===== config.mk =====
export PLATFORM = sky130hd
export DESIGN_NAME = lru_eviction_candidate_pool_core_flat
export DESIGN_NICKNAME = d
export VERILOG_FILES = /design/src/rtl/lecp_pkg.sv /design/src/rtl/lecp_req_if.sv /design/src/rtl/lecp_rsp_if.sv /design/src/rtl/lecp_ram.sv /design/src/rtl/lru_eviction_candidate_pool_core.sv /design/src/flat_wrapper.sv
export VERILOG_INCLUDE_DIRS = /design/src /design/src/rtl
export SDC_FILE = /design/constraint.sdc
export NUM_CORES = 1
export LEC_CHECK = 0
export ABC_AREA = 1
export BUFFER_PORTS_ARGS = -buffer_cell sky130_fd_sc_hd__buf_2
export CORE_ASPECT_RATIO = 0.7
export CORE_MARGIN = 5
export CORE_UTILIZATION = 35
export CTS_BUF_LIST = sky130_fd_sc_hd__clkbuf_2
export DETAILED_ROUTE_END_ITERATION = 7
export PLACE_DENSITY = 0.5
export RECOVER_POWER = 100
export SETUP_SLACK_MARGIN = 0.4
export SYNTH_ARGS = -nofsm -noshare
export SYNTH_HDL_FRONTEND = slang
export SYNTH_SLANG_ARGS = --single-unit

===== constraint.sdc =====
create_clock -name clock -period 6.3 [get_ports clock]
set_clock_uncertainty 0.05 [all_clocks]
set_input_delay 0 -clock clock [delete_from_list [all_inputs] [get_ports clock]]
set_output_delay 0 -clock clock [all_outputs]
set_load 0.05 [all_outputs]

===== src/rtl/lru_eviction_candidate_pool_core_defines.svh =====
// Assertion macros shared by the eviction candidate pool RTL.
// Included by files that carry concurrent checks; needs no other file.
`ifndef LRU_EVICTION_CANDIDATE_POOL_CORE_DEFINES_SVH
`define LRU_EVICTION_CANDIDATE_POOL_CORE_DEFINES_SVH
`ifndef SYNTHESIS
`define LECP_ASSERT_NOW(label, clk, rst, ante, cons) \
   label: assert property (@(posedge clk) disable iff (rst) (ante) |-> (cons)) \
      else $error("%m: check failed");
`define LECP_ASSERT_NEXT(label, clk, rst, ante, cons) \
   label: assert property (@(posedge clk) disable iff (rst) (ante) |=> (cons)) \
      else $error("%m: check failed");
`else
`define LECP_ASSERT_NOW(label, clk, rst, ante, cons)
`define LECP_ASSERT_NEXT(label, clk, rst, ante, cons)
`endif
`endif


===== src/rtl/lecp_pkg.sv =====
// Types and fixed field widths for the eviction candidate pool.
// Used by the channel interfaces, the RAM wrapper users and the top level.
package lecp_pkg;

   localparam int OP_W   = 2;
   localparam int KEY_W  = 32;
   localparam int DB_W   = 4;
   localparam int CLK_W  = 24;
   localparam int OCC_W  = 5;

   typedef enum logic [OP_W-1:0] {
      OP_INSERT = 2'd0,
      OP_POP    = 2'd1,
      OP_CLEAR  = 2'd2,
      OP_NOP    = 2'd3
   } op_type;

   typedef enum logic [2:0] {
      ST_IDLE,
      ST_DECODE,
      ST_FULL_CHK,
      ST_UP_CMP,
      ST_DN_CMP,
      ST_PLACE,
      ST_POP,
      ST_RESP
   } state_type;

   // Idle time with wraparound: clock + (max - stamp) equals clock - stamp - 1 mod 2^24.
   function automatic logic [CLK_W-1:0] idle_of(input logic [CLK_W-1:0] clk,
                                                 input logic [CLK_W-1:0] stamp);
      logic [CLK_W-1:0] diff;
      diff = clk - stamp;
      return (clk >= stamp) ? diff : diff - CLK_W'(1);
   endfunction

endpackage


===== src/rtl/lecp_req_if.sv =====
// Request channel of the eviction candidate pool: valid/ready plus one command.
// Depends on lecp_pkg for the operation type and field widths.
interface lecp_req_if import lecp_pkg::*; ();
   logic              valid;
   logic              ready;
   op_type            op;
   logic [KEY_W-1:0]  key_handle;
   logic [DB_W-1:0]   db_index;
   logic [CLK_W-1:0]  access_stamp;

   modport source (output valid, op, key_handle, db_index, access_stamp, input ready);
   modport sink   (input valid, op, key_handle, db_index, access_stamp, output ready);
endinterface


===== src/rtl/lecp_rsp_if.sv =====
// Response channel of the eviction candidate pool: valid/ready plus one result.
// Depends on lecp_pkg for field widths.
interface lecp_rsp_if import lecp_pkg::*; ();
   logic              valid;
   logic              ready;
   logic              inserted;
   logic              popped_valid;
   logic [KEY_W-1:0]  popped_key;
   logic [DB_W-1:0]   popped_db;
   logic [CLK_W-1:0]  popped_idle;
   logic [OCC_W-1:0]  occupancy;

   modport source (output valid, inserted, popped_valid, popped_key, popped_db,
                   popped_idle, occupancy, input ready);
   modport sink   (input valid, inserted, popped_valid, popped_key, popped_db,
                   popped_idle, occupancy, output ready);
endinterface


===== src/rtl/lecp_ram.sv =====
// Generic simple dual-port RAM: one write port, one read port, registered read.
// Stand-alone; no package needed.
module lecp_ram #(
   parameter int WIDTH = 60,
   parameter int DEPTH = 16
) (
   input  logic                     clock,
   input  logic                     wr_en,
   input  logic [$clog2(DEPTH)-1:0] wr_addr,
   input  logic [WIDTH-1:0]         wr_data,
   input  logic                     rd_en,
   input  logic [$clog2(DEPTH)-1:0] rd_addr,
   output logic [WIDTH-1:0]         rd_data
);

   logic [WIDTH-1:0] mem_ff [DEPTH];
   logic [WIDTH-1:0] rd_data_ff;

   always_ff @(posedge clock) begin
      if (wr_en) begin
         mem_ff[wr_addr] <= wr_data;
      end
      if (rd_en) begin
         rd_data_ff <= mem_ff[rd_addr];
      end
   end

   assign rd_data = rd_data_ff;

endmodule


===== src/rtl/lru_eviction_candidate_pool_core.sv =====
// Top level of the approximate-LRU eviction candidate pool.
// Depends on lecp_pkg, lecp_req_if, lecp_rsp_if, lecp_ram and the defines header.
//
// Usage:
//   req_chan carries one command per transaction: insert a candidate (key handle,
//   database index, stored LRU stamp), pop the most idle entry, or clear the pool.
//   rsp_chan returns exactly one result per command: inserted flag, popped entry
//   fields and the occupancy after the command. csr_wr_en/csr_wr_data load the
//   24-bit LRU clock used to turn stamps into idle times; write it while idle.
//   The entries live sorted by idle time in one RAM with a single read and write
//   port, so an insert walks the pool one slot per cycle through that port while
//   shifting entries to open a gap.
// Flow: a command is taken in idle and decoded; clear, no-op, pop on empty and
//   insert into empty then go to the result; pop reads the top slot, then responds;
//   other inserts walk the pool in the compare states, after a slot 0 check if full.
//   One command is in work at a time; req_chan.ready is high only while idle, so the
//   next command is taken in the cycle after the result is accepted at the earliest.
// Reset empties the pool and zeroes the clock; the RAM needs no clearing pass.
// While rsp_chan stalls, the result is held and no new command is taken.
`include "lru_eviction_candidate_pool_core_defines.svh"
module lru_eviction_candidate_pool_core import lecp_pkg::*; #(
   parameter int POOL_DEPTH = 16,
   parameter int KEY_BITS   = 32
) (
   input  logic              clock,
   input  logic              reset,
   lecp_req_if.sink          req_chan,
   lecp_rsp_if.source        rsp_chan,
   input  logic              csr_wr_en,
   input  logic [CLK_W-1:0]  csr_wr_data
);

   localparam int KW    = (KEY_BITS < KEY_W) ? KEY_BITS : KEY_W;
   localparam int ENT_W = CLK_W + KW + DB_W;
   localparam int IW    = $clog2(POOL_DEPTH);
   localparam int CW    = $clog2(POOL_DEPTH + 1);
   localparam int CW1   = CW + 1;
   localparam logic [CW-1:0] FULL_C = CW'(POOL_DEPTH);

   state_type         state_ff, state_in;
   logic [CLK_W-1:0]  clock_ff;
   logic [CW-1:0]     count_ff, count_in;
   logic [CW-1:0]     idx_ff, idx_in;
   op_type            op_ff, op_in;
   logic [KW-1:0]     key_ff, key_in;
   logic [DB_W-1:0]   db_ff, db_in;
   logic [CLK_W-1:0]  idle_ff, idle_in;
   logic              ins_ff, ins_in;
   logic              pv_ff, pv_in;
   logic [KW-1:0]     pk_ff, pk_in;
   logic [DB_W-1:0]   pd_ff, pd_in;
   logic [CLK_W-1:0]  pi_ff, pi_in;

   logic              wr_en, rd_en;
   logic [IW-1:0]     wr_addr, rd_addr;
   logic [ENT_W-1:0]  wr_data, rd_data, new_entry;
   logic [CLK_W-1:0]  rd_idle;
   logic [KW-1:0]     rd_key;
   logic [DB_W-1:0]   rd_db;
   logic [CW-1:0]     idx_inc, idx_dec, idx_inc2, idx_dec2, cnt_inc, cnt_dec;
   logic [CW1-1:0]    idx_inc2_wide;
   logic              pool_full;

   assign new_entry = {idle_ff, key_ff, db_ff};
   assign rd_idle   = rd_data[ENT_W-1 -: CLK_W];
   assign rd_key    = rd_data[DB_W +: KW];
   assign rd_db     = rd_data[DB_W-1:0];

   assign idx_inc       = idx_ff + CW'(1);
   assign idx_dec       = idx_ff - CW'(1);
   assign idx_inc2      = idx_ff + CW'(2);
   assign idx_dec2      = idx_ff - CW'(2);
   assign cnt_inc       = count_ff + CW'(1);
   assign cnt_dec       = count_ff - CW'(1);
   assign idx_inc2_wide = CW1'(idx_ff) + CW1'(2);
   assign pool_full     = (count_ff == FULL_C);

   lecp_ram #(
      .WIDTH (ENT_W),
      .DEPTH (POOL_DEPTH)
   ) u_entries (
      .clock   (clock),
      .wr_en   (wr_en),
      .wr_addr (wr_addr),
      .wr_data (wr_data),
      .rd_en   (rd_en),
      .rd_addr (rd_addr),
      .rd_data (rd_data)
   );

   always_ff @(posedge clock) begin
      if (reset) begin
         state_ff <= ST_IDLE;
         count_ff <= '0;
         clock_ff <= '0;
      end else begin
         state_ff <= state_in;
         count_ff <= count_in;
         if (csr_wr_en) begin
            clock_ff <= csr_wr_data;
         end
      end
   end

   always_ff @(posedge clock) begin
      idx_ff  <= idx_in;
      op_ff   <= op_in;
      key_ff  <= key_in;
      db_ff   <= db_in;
      idle_ff <= idle_in;
      ins_ff  <= ins_in;
      pv_ff   <= pv_in;
      pk_ff   <= pk_in;
      pd_ff   <= pd_in;
      pi_ff   <= pi_in;
   end

   always_comb begin
      state_in = state_ff;
      count_in = count_ff;
      idx_in   = idx_ff;
      op_in    = op_ff;
      key_in   = key_ff;
      db_in    = db_ff;
      idle_in  = idle_ff;
      ins_in   = ins_ff;
      pv_in    = pv_ff;
      pk_in    = pk_ff;
      pd_in    = pd_ff;
      pi_in    = pi_ff;
      wr_en    = 1'b0;
      wr_addr  = idx_ff[IW-1:0];
      wr_data  = new_entry;
      rd_en    = 1'b0;
      rd_addr  = '0;

      case (state_ff)
         ST_IDLE: begin
            if (req_chan.valid) begin
               op_in    = req_chan.op;
               key_in   = req_chan.key_handle[KW-1:0];
               db_in    = req_chan.db_index;
               idle_in  = idle_of(clock_ff, req_chan.access_stamp);
               state_in = ST_DECODE;
            end
         end
         ST_DECODE: begin
            ins_in   = 1'b0;
            pv_in    = 1'b0;
            pk_in    = '0;
            pd_in    = '0;
            pi_in    = '0;
            state_in = ST_RESP;
            case (op_ff)
               OP_INSERT: begin
                  if (pool_full) begin
                     rd_en    = 1'b1;
                     rd_addr  = '0;
                     state_in = ST_FULL_CHK;
                  end else if (count_ff == '0) begin
                     wr_en    = 1'b1;
                     wr_addr  = '0;
                     ins_in   = 1'b1;
                     count_in = cnt_inc;
                  end else begin
                     rd_en    = 1'b1;
                     rd_addr  = cnt_dec[IW-1:0];
                     idx_in   = count_ff;
                     state_in = ST_UP_CMP;
                  end
               end
               OP_POP: begin
                  if (count_ff != '0) begin
                     rd_en    = 1'b1;
                     rd_addr  = cnt_dec[IW-1:0];
                     state_in = ST_POP;
                  end
               end
               OP_CLEAR: begin
                  count_in = '0;
               end
               default: begin
               end
            endcase
         end
         ST_FULL_CHK: begin
            // Slot 0 holds the least idle entry; a newcomer must beat it.
            if (rd_idle >= idle_ff) begin
               state_in = ST_RESP;
            end else begin
               idx_in   = '0;
               rd_en    = 1'b1;
               rd_addr  = IW'(1);
               state_in = ST_DN_CMP;
            end
         end
         ST_DN_CMP: begin
            // Full pool: slide entries down over the dropped slot 0.
            if (rd_idle <= idle_ff) begin
               wr_en   = 1'b1;
               wr_data = rd_data;
               idx_in  = idx_inc;
               if (idx_inc2_wide < CW1'(count_ff)) begin
                  rd_en   = 1'b1;
                  rd_addr = idx_inc2[IW-1:0];
               end else begin
                  state_in = ST_PLACE;
               end
            end else begin
               wr_en    = 1'b1;
               ins_in   = 1'b1;
               state_in = ST_RESP;
            end
         end
         ST_UP_CMP: begin
            // Not full: move more idle entries up one slot, ties stay below.
            if (rd_idle > idle_ff) begin
               wr_en   = 1'b1;
               wr_data = rd_data;
               idx_in  = idx_dec;
               if (idx_ff > CW'(1)) begin
                  rd_en   = 1'b1;
                  rd_addr = idx_dec2[IW-1:0];
               end else begin
                  state_in = ST_PLACE;
               end
            end else begin
               wr_en    = 1'b1;
               ins_in   = 1'b1;
               count_in = cnt_inc;
               state_in = ST_RESP;
            end
         end
         ST_PLACE: begin
            wr_en    = 1'b1;
            ins_in   = 1'b1;
            if (!pool_full) begin
               count_in = cnt_inc;
            end
            state_in = ST_RESP;
         end
         ST_POP: begin
            pv_in    = 1'b1;
            pk_in    = rd_key;
            pd_in    = rd_db;
            pi_in    = rd_idle;
            count_in = cnt_dec;
            state_in = ST_RESP;
         end
         ST_RESP: begin
            if (rsp_chan.ready) begin
               state_in = ST_IDLE;
            end
         end
         default: begin
            state_in = ST_IDLE;
         end
      endcase
   end

   assign req_chan.ready        = (state_ff == ST_IDLE);
   assign rsp_chan.valid        = (state_ff == ST_RESP);
   assign rsp_chan.inserted     = ins_ff;
   assign rsp_chan.popped_valid = pv_ff;
   assign rsp_chan.popped_key   = KEY_W'(pk_ff);
   assign rsp_chan.popped_db    = pd_ff;
   assign rsp_chan.popped_idle  = pi_ff;
   assign rsp_chan.occupancy    = OCC_W'(count_ff);

   `LECP_ASSERT_NOW(a_count_bound, clock, reset, 1'b1, count_ff <= FULL_C)
   `LECP_ASSERT_NOW(a_one_side, clock, reset, rsp_chan.valid, !req_chan.ready)
   `LECP_ASSERT_NEXT(a_pop_shrinks, clock, reset, state_ff == ST_POP, count_ff + CW'(1) == $past(count_ff))
   `LECP_ASSERT_NOW(a_wr_in_range, clock, reset, wr_en, CW'(wr_addr) <= count_ff && CW'(wr_addr) < FULL_C)
   `LECP_ASSERT_NEXT(a_pop_flag, clock, reset, state_ff == ST_POP, rsp_chan.valid && rsp_chan.popped_valid)

endmodule

===== src/flat_wrapper.sv =====
// flat-port wrapper written by rule: the top's interface ports become plain ports
module lru_eviction_candidate_pool_core_flat import lecp_pkg::*;
#(
   parameter int POOL_DEPTH = 16,
   parameter int KEY_BITS   = 32
)
  (clock, reset, csr_wr_en, csr_wr_data, req_chan_valid, req_chan_op, req_chan_key_handle, req_chan_db_index, req_chan_access_stamp, req_chan_ready, rsp_chan_valid, rsp_chan_inserted, rsp_chan_popped_valid, rsp_chan_popped_key, rsp_chan_popped_db, rsp_chan_popped_idle, rsp_chan_occupancy, rsp_chan_ready);
  lecp_req_if req_chan_i ();
  lecp_rsp_if rsp_chan_i ();
  input  logic clock;
  input  logic reset;
  input  logic csr_wr_en;
  input  logic [CLK_W-1:0] csr_wr_data;
  input wire logic [$bits(req_chan_i.valid)-1:0] req_chan_valid;
  input wire logic [$bits(req_chan_i.op)-1:0] req_chan_op;
  input wire logic [$bits(req_chan_i.key_handle)-1:0] req_chan_key_handle;
  input wire logic [$bits(req_chan_i.db_index)-1:0] req_chan_db_index;
  input wire logic [$bits(req_chan_i.access_stamp)-1:0] req_chan_access_stamp;
  output wire logic [$bits(req_chan_i.ready)-1:0] req_chan_ready;
  output wire logic [$bits(rsp_chan_i.valid)-1:0] rsp_chan_valid;
  output wire logic [$bits(rsp_chan_i.inserted)-1:0] rsp_chan_inserted;
  output wire logic [$bits(rsp_chan_i.popped_valid)-1:0] rsp_chan_popped_valid;
  output wire logic [$bits(rsp_chan_i.popped_key)-1:0] rsp_chan_popped_key;
  output wire logic [$bits(rsp_chan_i.popped_db)-1:0] rsp_chan_popped_db;
  output wire logic [$bits(rsp_chan_i.popped_idle)-1:0] rsp_chan_popped_idle;
  output wire logic [$bits(rsp_chan_i.occupancy)-1:0] rsp_chan_occupancy;
  input wire logic [$bits(rsp_chan_i.ready)-1:0] rsp_chan_ready;
  assign req_chan_i.valid = req_chan_valid;
  assign req_chan_i.op = req_chan_op;
  assign req_chan_i.key_handle = req_chan_key_handle;
  assign req_chan_i.db_index = req_chan_db_index;
  assign req_chan_i.access_stamp = req_chan_access_stamp;
  assign req_chan_ready = req_chan_i.ready;
  assign rsp_chan_valid = rsp_chan_i.valid;
  assign rsp_chan_inserted = rsp_chan_i.inserted;
  assign rsp_chan_popped_valid = rsp_chan_i.popped_valid;
  assign rsp_chan_popped_key = rsp_chan_i.popped_key;
  assign rsp_chan_popped_db = rsp_chan_i.popped_db;
  assign rsp_chan_popped_idle = rsp_chan_i.popped_idle;
  assign rsp_chan_occupancy = rsp_chan_i.occupancy;
  assign rsp_chan_i.ready = rsp_chan_ready;
  lru_eviction_candidate_pool_core #(.POOL_DEPTH(POOL_DEPTH), .KEY_BITS(KEY_BITS)) u_core (.clock(clock), .reset(reset), .req_chan(req_chan_i), .rsp_chan(rsp_chan_i), .csr_wr_en(csr_wr_en), .csr_wr_data(csr_wr_data));
endmodule

Word level (Yosys, flattened, before mapping)
Memory sizes are Yosys's and may differ from the RTL's. A register that Yosys moved wholly into a read port is not among the register bits.
Cells that the tools add are included.
Word-level totals
  register bits after elaboration: 161
  RAM bits: 960
  input port bits: 91
  output and inout bits: 69
  word-level logic and storage cells: 136
  memories: 1
Cells by class
  $add $sub $neg: 9
  magnitude comparators: 6
  eq/ne operators: 26
  muxes and demuxes: 66
  reductions and logical operators: 15
Memory list
  u_core.u_entries.mem_ff: depth 16, width 60, read ports 1, clocked after memory_dff 1, write ports 1, line lecp_ram.sv:16  | logic [WIDTH-1:0] mem_ff [DEPTH];
Operators with widths (count)
  two-way mux 60 bit: 2
  case mux 60 bit (2 select lines): 1
  case mux 32 bit (2 select lines): 1
  two-way mux 5 bit: 10
  greater-or-equal comparator 24 bit: 2
  case mux 24 bit (2 select lines): 1
  two-way mux 4 bit: 11
  case mux 5 bit (4 select lines): 2
  > comparator 24 bit: 1
  less-or-equal comparator 24 bit: 1
  two-way mux 24 bit: 1
  two-way mux 3 bit: 8
  subtractor 24 x 1 -> 24 bit (second input constant): 1
  subtractor 24 bit: 1
  case mux 3 bit (7 select lines): 1
  two-way mux 1 bit: 17
  inequality test 2 bit (second input constant): 8
  case mux 4 bit (2 select lines): 2
  case mux 4 bit (4 select lines): 1
  equality test 3 bit (second input constant): 4
  inequality test 3 bit (second input constant): 4
  nonzero test 4 bit: 3
  adder 5 x 1 -> 5 bit (second input constant): 2
  case mux 5 bit (2 select lines): 1
  29 further kinds: 36

Logic depth before layout (Yosys ltp)
Gate-level depths: netlist of the first run.
  depth in word-level cells: 7
  gate-level depth with buffers: 23
  depth with buffers taken out: 21

Hierarchy
A second synthesis of the first run with hierarchy kept.
Unflattened totals
  cell total of the unflattened synthesis: 5338
  area, all modules: 53281.1 sq um
Modules (own cells, without submodules)
  lecp_ram: times used 1, cells an instance 3952, area an instance 42794.8 sq um, seq. area each 30629.4 sq um
  lru_eviction_candidate_pool_core: times used 1, cells an instance 1386, area an instance 10486.3 sq um, seq. area each 4514.3 sq um

Worst setup path after synthesis of the first run
Ideal clock, no wire load.
  path type: register to register
  start point: register u_core.count_ff[0] (netlist: u_core.rsp_chan.occupancy[0])
  end point: memory u_core.u_entries.mem_ff[10][0] (enable)
  setup time: 0.478 ns
  data arrival time: 4.315 ns
  required time: 5.772 ns
  setup slack: 1.456 ns
  stages on the path, launching flop included: 12
  buffers on the path: 0
  period minus slack after synthesis: 4.844 ns
  cell sequence: dfxtp_1 inv_1 ha_1 nand2_2 nor2_2 inv_2 nor2_1 inv_1 nor2_1 inv_1 nand4_1 nor2_1
On the way
  cells in the longest elaborated chain, start to end: 7
  elaborated cells on any way between the ends: 12
  classes of those cells: eq/ne (1); mux (10); reduce/logical (1)
Ends and longest elaborated chain
  start: declaration: line lru_eviction_candidate_pool_core.sv:42  | logic [CW-1:0] count_ff, count_in;
  start signal: assignment: line lru_eviction_candidate_pool_core.sv:98  | count_ff <= count_in;
  zero test 5 bit: line lru_eviction_candidate_pool_core.sv:160  | end else if (count_ff == '0) begin
  two-way mux 1 bit: line lru_eviction_candidate_pool_core.sv:160
  two-way mux 1 bit: line lru_eviction_candidate_pool_core.sv:156  | if (pool_full) begin
  two-way mux 1 bit: line lru_eviction_candidate_pool_core.sv:154  | case (op_ff)
  case mux 1 bit (2 select lines): line lru_eviction_candidate_pool_core.sv:137  | case (state_ff)
  two-way mux 1 bit: line lecp_ram.sv:20  | if (wr_en) begin
  two-way mux 1 bit (not written as such): line lecp_ram.sv:21  | mem_ff[wr_addr] <= wr_data;
  end: declaration: line lecp_ram.sv:16
Several ways; a longest one is shown, not always the timed one.

Final worst setup path of the first run
  start point: register u_core.u_entries.rd_data_ff[51] (netlist: u_core.u_entries.rd_data[51]) (read register of u_core.u_entries.mem_ff)
  end point: memory u_core.u_entries.mem_ff[14][12], data pin
On the way
  cells in the longest elaborated chain, start to end: 3
  elaborated cells on any way between the ends: 5
  classes of those cells: order compare (2); mux (3)
Ends and longest elaborated chain
  start: declaration: line lecp_ram.sv:17  | logic [WIDTH-1:0] rd_data_ff;
  > comparator 24 bit or less-or-equal comparator 24 bit (tied branches): line lru_eviction_candidate_pool_core.sv:217, lru_eviction_candidate_pool_core.sv:199
  two-way mux 60 bit, on equally long branches: line lru_eviction_candidate_pool_core.sv:217, lru_eviction_candidate_pool_core.sv:199
  case mux 60 bit (2 select lines) *: line lru_eviction_candidate_pool_core.sv:137
  named net u_core.u_entries.wr_data[12]: line lecp_ram.sv:10  | input logic [WIDTH-1:0] wr_data,
The timed path passes the listed nets; every way through them passes the cells marked *.

==> summary.md, run 1 <==
| Metric | Value |
|---|---|
| #FFs+latches synth | `1181` |
| Pint | `15.95 mW` |
| Sw Ratio | `42.75%` |
| Main combinational cell family by area after synthesis | `simple AND/OR/NAND/NOR gates` |
| Sequential fraction of the synthesis area | `65.62%` |
| Worst-Skew Late Latency | `1680 ps` |
| Mapped Area | `53560 sq um` |
| Max cap viols | `36` |
| Worst hold-check path type | `input port to flop` |
| Setup repair after global routing missed its margin | `false` |
| CTS tree | `built` |
| Pin count of the biggest net entering global routing | `170` |
| Outcome | `finished with violations` |
| Clk root buf | `clkbuf_2` |
| Synth Instances | `5038` |
| Fin crit share | `88.94%` |
| Unique masters post-synth | `53` |
| Multiplexer area fraction after synthesis | `0.7780%` |
| DRT Pass-1 Iters | `5` |
| TNS Setup | `0 ps` |
| # clock sinks | `1181` |
| Clk pin slew, worst setup/hold paths | `120 ps` |
| Tmin final | `5603 ps` |
| Most area-consuming cells after synthesis | `edfxtp_1 64%, nand3_1 10%, inv_1 6.0%` |
| Global-route wire length before repair | `240300 um` |
| Layout cells sized above 1 | `11.11%` |
| Synth Area in XOR/XNOR | `0.6869%` |
| Critical path class | `flop to flop` |
| Clock network power share | `18.7%` |
| Max Clk Rate | `178.5 MHz` |
| Failing checks | `max-capacitance violations, max-slew violations` |
| Crit-path cells | `ha_1 > nand2_1 > nor2_1 > nand4_1 > nor2_1 > nand2_1 > nand3_1 > nand2_1 > nand2_1 > o21ai_0 > nor2_1 > clkbuf_2 > mux2_1` |
| Yosys top cell area share | `64.42%` |
| Placed cells | `7003` |
| Total global-route track usage | `19.50%` |
| Detailed Place HPWL | `78730 um` |
| Power consumption | `27.86 mW` |
| Crit start category | `flop` |
| Commonest cells in the synthesized netlist | `1149 x edfxtp_1, 1120 x nand3_1, 853 x inv_1` |
| Top cell type by total area after synthesis | `edfxtp_1` |
| Slew @ Worst Pin | `3720 ps` |
| Pwr dens | `446.7 nW/um^2` |
| Compound-cell area share of the yosys netlist | `1.612%` |
| Routability cong. | `0.7967` |
| Post-synth EDFFs | `1149` |
| Die height | `337.3 um` |
| Endpoints failing setup | `0` |
| H-tree depth | `5` |
| Part of the power in combinational logic | `40.9%` |
| Relative slew slack | `-148.0%` |
| # port buffers | `159` |
| Final ANT Viol Nets | `0` |
| Avg WL per Cell | `20.28 um` |
| Drt initial violations | `3251` |
| Crit-path max cell delay | `1200 ps` |
| Count of pins over their slew limit | `887` |
| Syn Nets | `5192` |
| Seq pwr share | `40.3%` |
| P_leak | `25.78 nW` |
| Buffers & Inverters on Critical Path | `1` |
| CP top delay family | `simple AND/OR/NAND/NOR gates` |
| Horiz. Die Dim | `477.5 um` |
| Commonest register cell after synthesis | `edfxtp_1` |
| YS warnings | `0` |
| Critical path capture point type | `flop` |
| Die ar. | `161100 sq um` |
| Layout Cells excl Fill | `7888` |
| Post-Synth Simple-Gate Area | `21.15%` |
| IO Count | `160` |
| Arr. time, crit path | `6830 ps` |
| Critical path data required time | `7520 ps` |
| Initial antenna violation count | `4` |
| Nets | `5839` |
| Vias in the first global route | `38180` |
| Final Routed Wirelength | `160000 um` |
| Most frequent cell after synthesis | `edfxtp_1` |
| Crit path max fanout | `26` |
| Initial Util | `35.11%` |
| Final hold viol count | `0` |
| Core Region | `152500 sq um` |
| Vias | `38430` |
| Syn-to-layout area delta | `16.48%` |
| Worst path slowest cell | `nor2_1` |
| Post-route DRC | `0` |
| CP most frequent cell | `nand2_1` |
| Switch Pwr | `11.91 mW` |
| Clock tree buffer depth | `4` |
| Row count | `120` |
| Ys async rst share | `0%` |
| Grt ovf | `0` |
| Synth Area in Adders | `1.486%` |
| TritonCTS Buffers | `312` |
| Via density per instance | `4.872` |
| Max VDD drop | `0.5368 mV` |
| Mapped Avg Cell Area | `10.63 sq um` |
==> cell type report <==
cell class                 count  area, sq um
multi-input combinational   2715        13800
clock buffer                 431         2157
inverter                     865         3271
antenna                        9        22.52
sequential                  1181        35140
fill                       15020        90160
tap                         2013         2519
clock inverter                64        385.4
timing repair buffer         610         5085
==> placed cells by master, fill, tap and decap left out, types with 13 or more instances in the layout <==
cell           instances
edfxtp_1            1149
nand3_1             1122
inv_1                852
nand2_1              847
clkbuf_2             451
dlygate4sd3_1        378
nor2_1               209
nand3b_1             181
buf_2                 89
clkbuf_1              89
o21ai_0               73
ha_1                  62
a21oi_1               53
clkinv_1              43
xor2_1                33
dfxtp_1               32
mux2_2                20
buf_4                 18
mux2_1                17
nand4_1               16
inv_2                 13
nor3_1                13
buf_12                13
==> worst reg2reg max path: stages (launching register included) <==
cell and delay, ps:
edfxtp_1 450, ha_1 320, nand2_1 80, nor2_1 140, nand4_1 230, nor2_1 210
nand2_1 110, nand3_1 160, nand2_1 200, nand2_1 110, o21ai_0 160, nor2_1 1200
clkbuf_2 1120, mux2_1 670
==> metrics by stage <==
stage | setup slack, ps | util [%] | hold WS [ps] | cell area, sq um
after detailed placement | 1439 | 36.99 | 130.5 | 56430
after global routing | 284.1 | 40.89 | 232.7 | 62380
after global placement | 1463 | 36.99 | 129.8 | 56430
final | 696.7 | 40.89 | 372.5 | 62380
after CTS | 496.2 | 41.14 | 139.5 | 62770
after floorplan | 1456 | - | 19.07 | 53560
==> state kept, by name, summed over array words and instances (netlist names) <==
| signal | flops |
|---|---|
| u_core.u_entries.rd_data | 60 |
| u_core.rsp_chan.popped_valid | 1 |
| u_core.key_ff | 32 |
| u_core.rsp_chan.occupancy | 5 |
| u_core.idle_ff | 24 |
| u_core.idx_ff | 5 |
| u_core.rsp_chan.popped_db | 4 |
| u_core.rsp_chan.popped_key | 32 |
| u_core.clock_ff | 24 |
| u_core.state_ff | 3 |
| u_core.op_ff | 2 |
| u_core.rsp_chan.inserted | 1 |
| u_core.db_ff | 4 |
| u_core.rsp_chan.popped_idle | 24 |
| u_core.u_entries.mem_ff | 960 |
==> metal layers <==
metal  share of wire [%]  global-route usage, %  wire (um)  up-vias
met4                 2.2                  6.178       3456        0
li1                    -                      -          -    18390
met5                   0                      0          0        -
met2                  45                  30.24      71770     1182
met3                 5.7                  3.395       9122      261
met1                  47                  27.95      75600    18590
==> cells by family (layout without fill, tap and decap cells) <==
| logic type | after synthesis | in the layout |
|---|---|---|
| buffers and inverters | 1142 | 1970 |
| other | 0 | 9 |
| AND/OR/NAND/NOR | 2415 | 2415 |
| multiplexers | 37 | 37 |
| AO/OA/AOI/OAI | 158 | 158 |
| adder cells (fa/ha/maj) | 63 | 63 |
| flip-flops | 1181 | 1181 |
| XOR/XNOR | 42 | 42 |
==> final timing paths <==
check	startpoint	endpoint	slack, ps	cells past startpoint
setup / recovery	u_core.u_entries.rd_data[51]	u_core.u_entries.mem_ff[14][12]	700	13
hold reg to reg	u_core.u_entries.rd_data[10]	u_core.rsp_chan.popped_key[6]	530	2
hold / removal	reset	u_core.rsp_chan.occupancy[4]	370	5
setup reg to reg	u_core.u_entries.rd_data[51]	u_core.u_entries.mem_ff[14][12]	700	13
==> timing repair <==
| action | in CTS | in global routing |
|---|---|---|
| setup endpoints to repair | 0 | 1 |
| resized for setup | 0 | 6 |
| setup buffers | 0 | 3 |
| endpoints found under the hold margin | 156 | 0 |
| hold buffers | 379 | 0 |
==> power by group through the flow <==
stage               logic, mW  registers [mW]  clock network (mW)
CTS                      11.7            11.2                5.45
detailed placement       11.3            11.3                   0
global placement         11.3            11.3                   0
floorplan                7.64            11.6                   0
global route             12.7            11.3                5.86
finish                   11.4            11.2                5.22
Power figures use the tool's default switching activity.
==> inputs of run 2 (changes only) <==
--- a/config.mk
+++ b/config.mk
@@ -15,6 +15,7 @@
 export DETAILED_ROUTE_END_ITERATION = 7
 export PLACE_DENSITY = 0.5
 export RECOVER_POWER = 100
+export REMOVE_ABC_BUFFERS = 1
 export SETUP_SLACK_MARGIN = 0.4
 export SYNTH_ARGS = -nofsm -noshare
 export SYNTH_HDL_FRONTEND = slang
==> run 2 against run 1 <==
Compared with the run above: the run still ends with max-capacitance violations, max-slew violations left; first-iteration DRC count down 1.8%; die area unchanged; worst hold slack worse by 66 ps; non-clock buffer count down 9; largest power group unchanged.
==> summary.md, run 2 (synthesized netlist as in run 1, its figures left out) <==
| Metric | Value |
|---|---|
| # port buffers | `159` |
| Outcome | `finished with violations` |
| P_leak | `25.71 nW` |
| Fin util | `40.79%` |
| Seq pwr share | `40.2%` |
| Cell area after placement | `56440 sq um` |
| Sw Ratio | `42.87%` |
| Row count | `120` |
| FF/Latch Area | `35140 sq um` |
| Final hold viol count | `0` |
| Finished Cell Area | `62230 sq um` |
| Slew @ Worst Pin | `3550 ps` |
| End point of the critical path | `u_core.u_entries.rd_data[34]` |
| Vias in the first global route | `37290` |
| Switch Pwr | `11.93 mW` |
| Via density per instance | `4.868` |
| Critical path class | `flop to flop` |
| Layout cells sized above 1 | `10.80%` |
| Max cap viols | `41` |
| Most frequent cells in the layout | `1149 x edfxtp_1, 1121 x nand3_1, 851 x inv_1` |
| Initial Util | `35.11%` |
| Die ar. | `161100 sq um` |
| R2R Setup Slk | `720 ps` |
| # clock sinks | `1181` |
| Final ANT Viol Nets | `0` |
| Pre-CTS setup slack | `1660 ps` |
| Worst hold-check path type | `input port to flop` |
| DRT Pass-1 Iters | `8` |
| Max Clk Rate | `179.2 MHz` |
| Total global-route track usage | `19.41%` |
| R2r endpoint | `u_core.u_entries.rd_data[34]` |
| Pwr dens | `447.4 nW/um^2` |
| # Post-CTS Setup Buffers | `0` |
| Count of pins over their slew limit | `1101` |
| Critical path capture point type | `flop` |
| Clk root buf | `clkbuf_2` |
| Grt ovf | `0` |
| Tmin final | `5581 ps` |
| Horiz. Die Dim | `477.5 um` |
| Vias | `38300` |
| Area of the multi-input gates | `13780 sq um` |
| Reg with most FFs | `u_core.u_entries.mem_ff` |
| Core Region | `152500 sq um` |
| Global-route wire length before repair | `238100 um` |
| Max VDD drop | `0.5046 mV` |
| Endpoints failing setup | `0` |
| Relative slew slack | `-136.7%` |
| H-tree depth | `5` |
| Final Routed Wirelength | `159700 um` |
| Nets | `5833` |
| TritonCTS Buffers | `315` |
| Fillers | `14930` |
| Crit path max fanout | `35` |
| CTS tree | `built` |
| Die height | `337.3 um` |
| Drt initial violations | `3191` |
| CP startpoint | `u_core.u_entries.rd_data[51]` |
| Worst r2r path cells | `12` |
| Part of the power in combinational logic | `41.3%` |
| Pint | `15.90 mW` |
| Critical path data required time | `7330 ps` |
| Avg WL per Cell | `20.30 um` |
| Most common cell after layout, fill and taps aside | `edfxtp_1` |
| Routability cong. | `0.8146` |
| Setup repair after global routing missed its margin | `false` |
| Crit start category | `flop` |
| Post-route DRC | `0` |
| Clock network power share | `18.5%` |
| Pin count of the biggest net entering global routing | `163` |
| R2R Path Start | `u_core.u_entries.rd_data[51]` |
| Setup ws final | `719.2 ps` |
| Detailed Place HPWL | `78200 um` |
| Largest register FFs | `960` |
| Clk pin slew, worst setup/hold paths | `110 ps` |
| Worst-Skew Late Latency | `1620 ps` |
| Syn-to-layout area delta | `16.20%` |
| Arr. time, crit path | `6610 ps` |
| Clock tree buffer depth | `4` |
| Fin crit share | `88.58%` |
| Failing checks | `max-capacitance violations, max-slew violations` |
| IO Count | `160` |
| Initial antenna violation count | `5` |
run 2: cell types whose count changed in the layout (fill, tap and decap cells not counted), sizes merged:
cell and change:
clkinv -22, clkinvlp +1, buf +3, inv -4
dlygate4sd3 -6, bufinv -2, diode -4, clkbuf +14
run 2: worst min path at each step:
stage	startpoint	endpoint	slack (ps)	cells after the start
after floorplan	reset	u_core.state_ff[1]	20	1
after global placement	req_chan_key_handle[9]	u_core.key_ff[9]	130	1
after detailed placement	req_chan_key_handle[10]	u_core.key_ff[10]	130	1
after CTS	req_chan_op[0]	u_core.op_ff[0]	5	4
after global routing	req_chan_op[0]	u_core.op_ff[0]	200	4
final	req_chan_op[0]	u_core.op_ff[0]	310	4
run 2: area by class of cell:
class | count | area share, %
Tap cell | 2013 | 4.047
Antenna cell | 5 | 0.02011
Clock inverter | 37 | 0.3599
Timing Repair Buffer | 601 | 8.083
Sequential cell | 1181 | 56.47
Inverter | 865 | 5.248
Clock buffer | 451 | 3.627
Multi-Input combinational cell | 2715 | 22.14
run 2: critical path, stage by stage, from the launching register on:
cell and delay (ps):
edfxtp_1 450, ha_1 320, nand2_1 70, nor2_1 340, nand4_1 190, nor2_2 150
nand2_1 100, nand3_1 150, nand2_1 170, nor2_1 170, inv_1 90, nand4_1 190
clkbuf_1 2510
run 2: power groups by stage:
stage | registers [mW] | clock network (mW) | logic, mW
finish | 11.2 | 5.14 | 11.5
CTS | 11.1 | 5.36 | 11.8
detailed placement | 11.3 | 0 | 11.4
global route | 11.3 | 5.77 | 12.8
floorplan | 11.6 | 0 | 7.72
global placement | 11.3 | 0 | 11.4
run 2: layer usage:
metal	part of all wire (%)	up-vias	wire length [um]	global-route usage, %
li1	-	18350	-	-
met1	48	18470	76480	28.13
met2	44	1214	70080	29.60
met3	5.8	267	9260	3.268
met4	2.4	0	3885	6.605
met5	0	-	0	0
run 2: stage by stage:
stage	hold slack, ps	std cells	setup TNS (ps)	power [mW]
final	306.1	7868	0	27.84
after global routing	195.3	7868	0	29.85
after CTS	5.350	7863	0	28.28
after detailed placement	128.7	7003	0	22.75
after global placement	128.9	7003	0	22.73
after floorplan	19.07	4761	-371720	19.32
run 2: what timing repair did:
action | in CTS | in global routing
hold buffers | 372 | 0
resized for setup | 0 | 0
endpoints found under the hold margin | 156 | 0
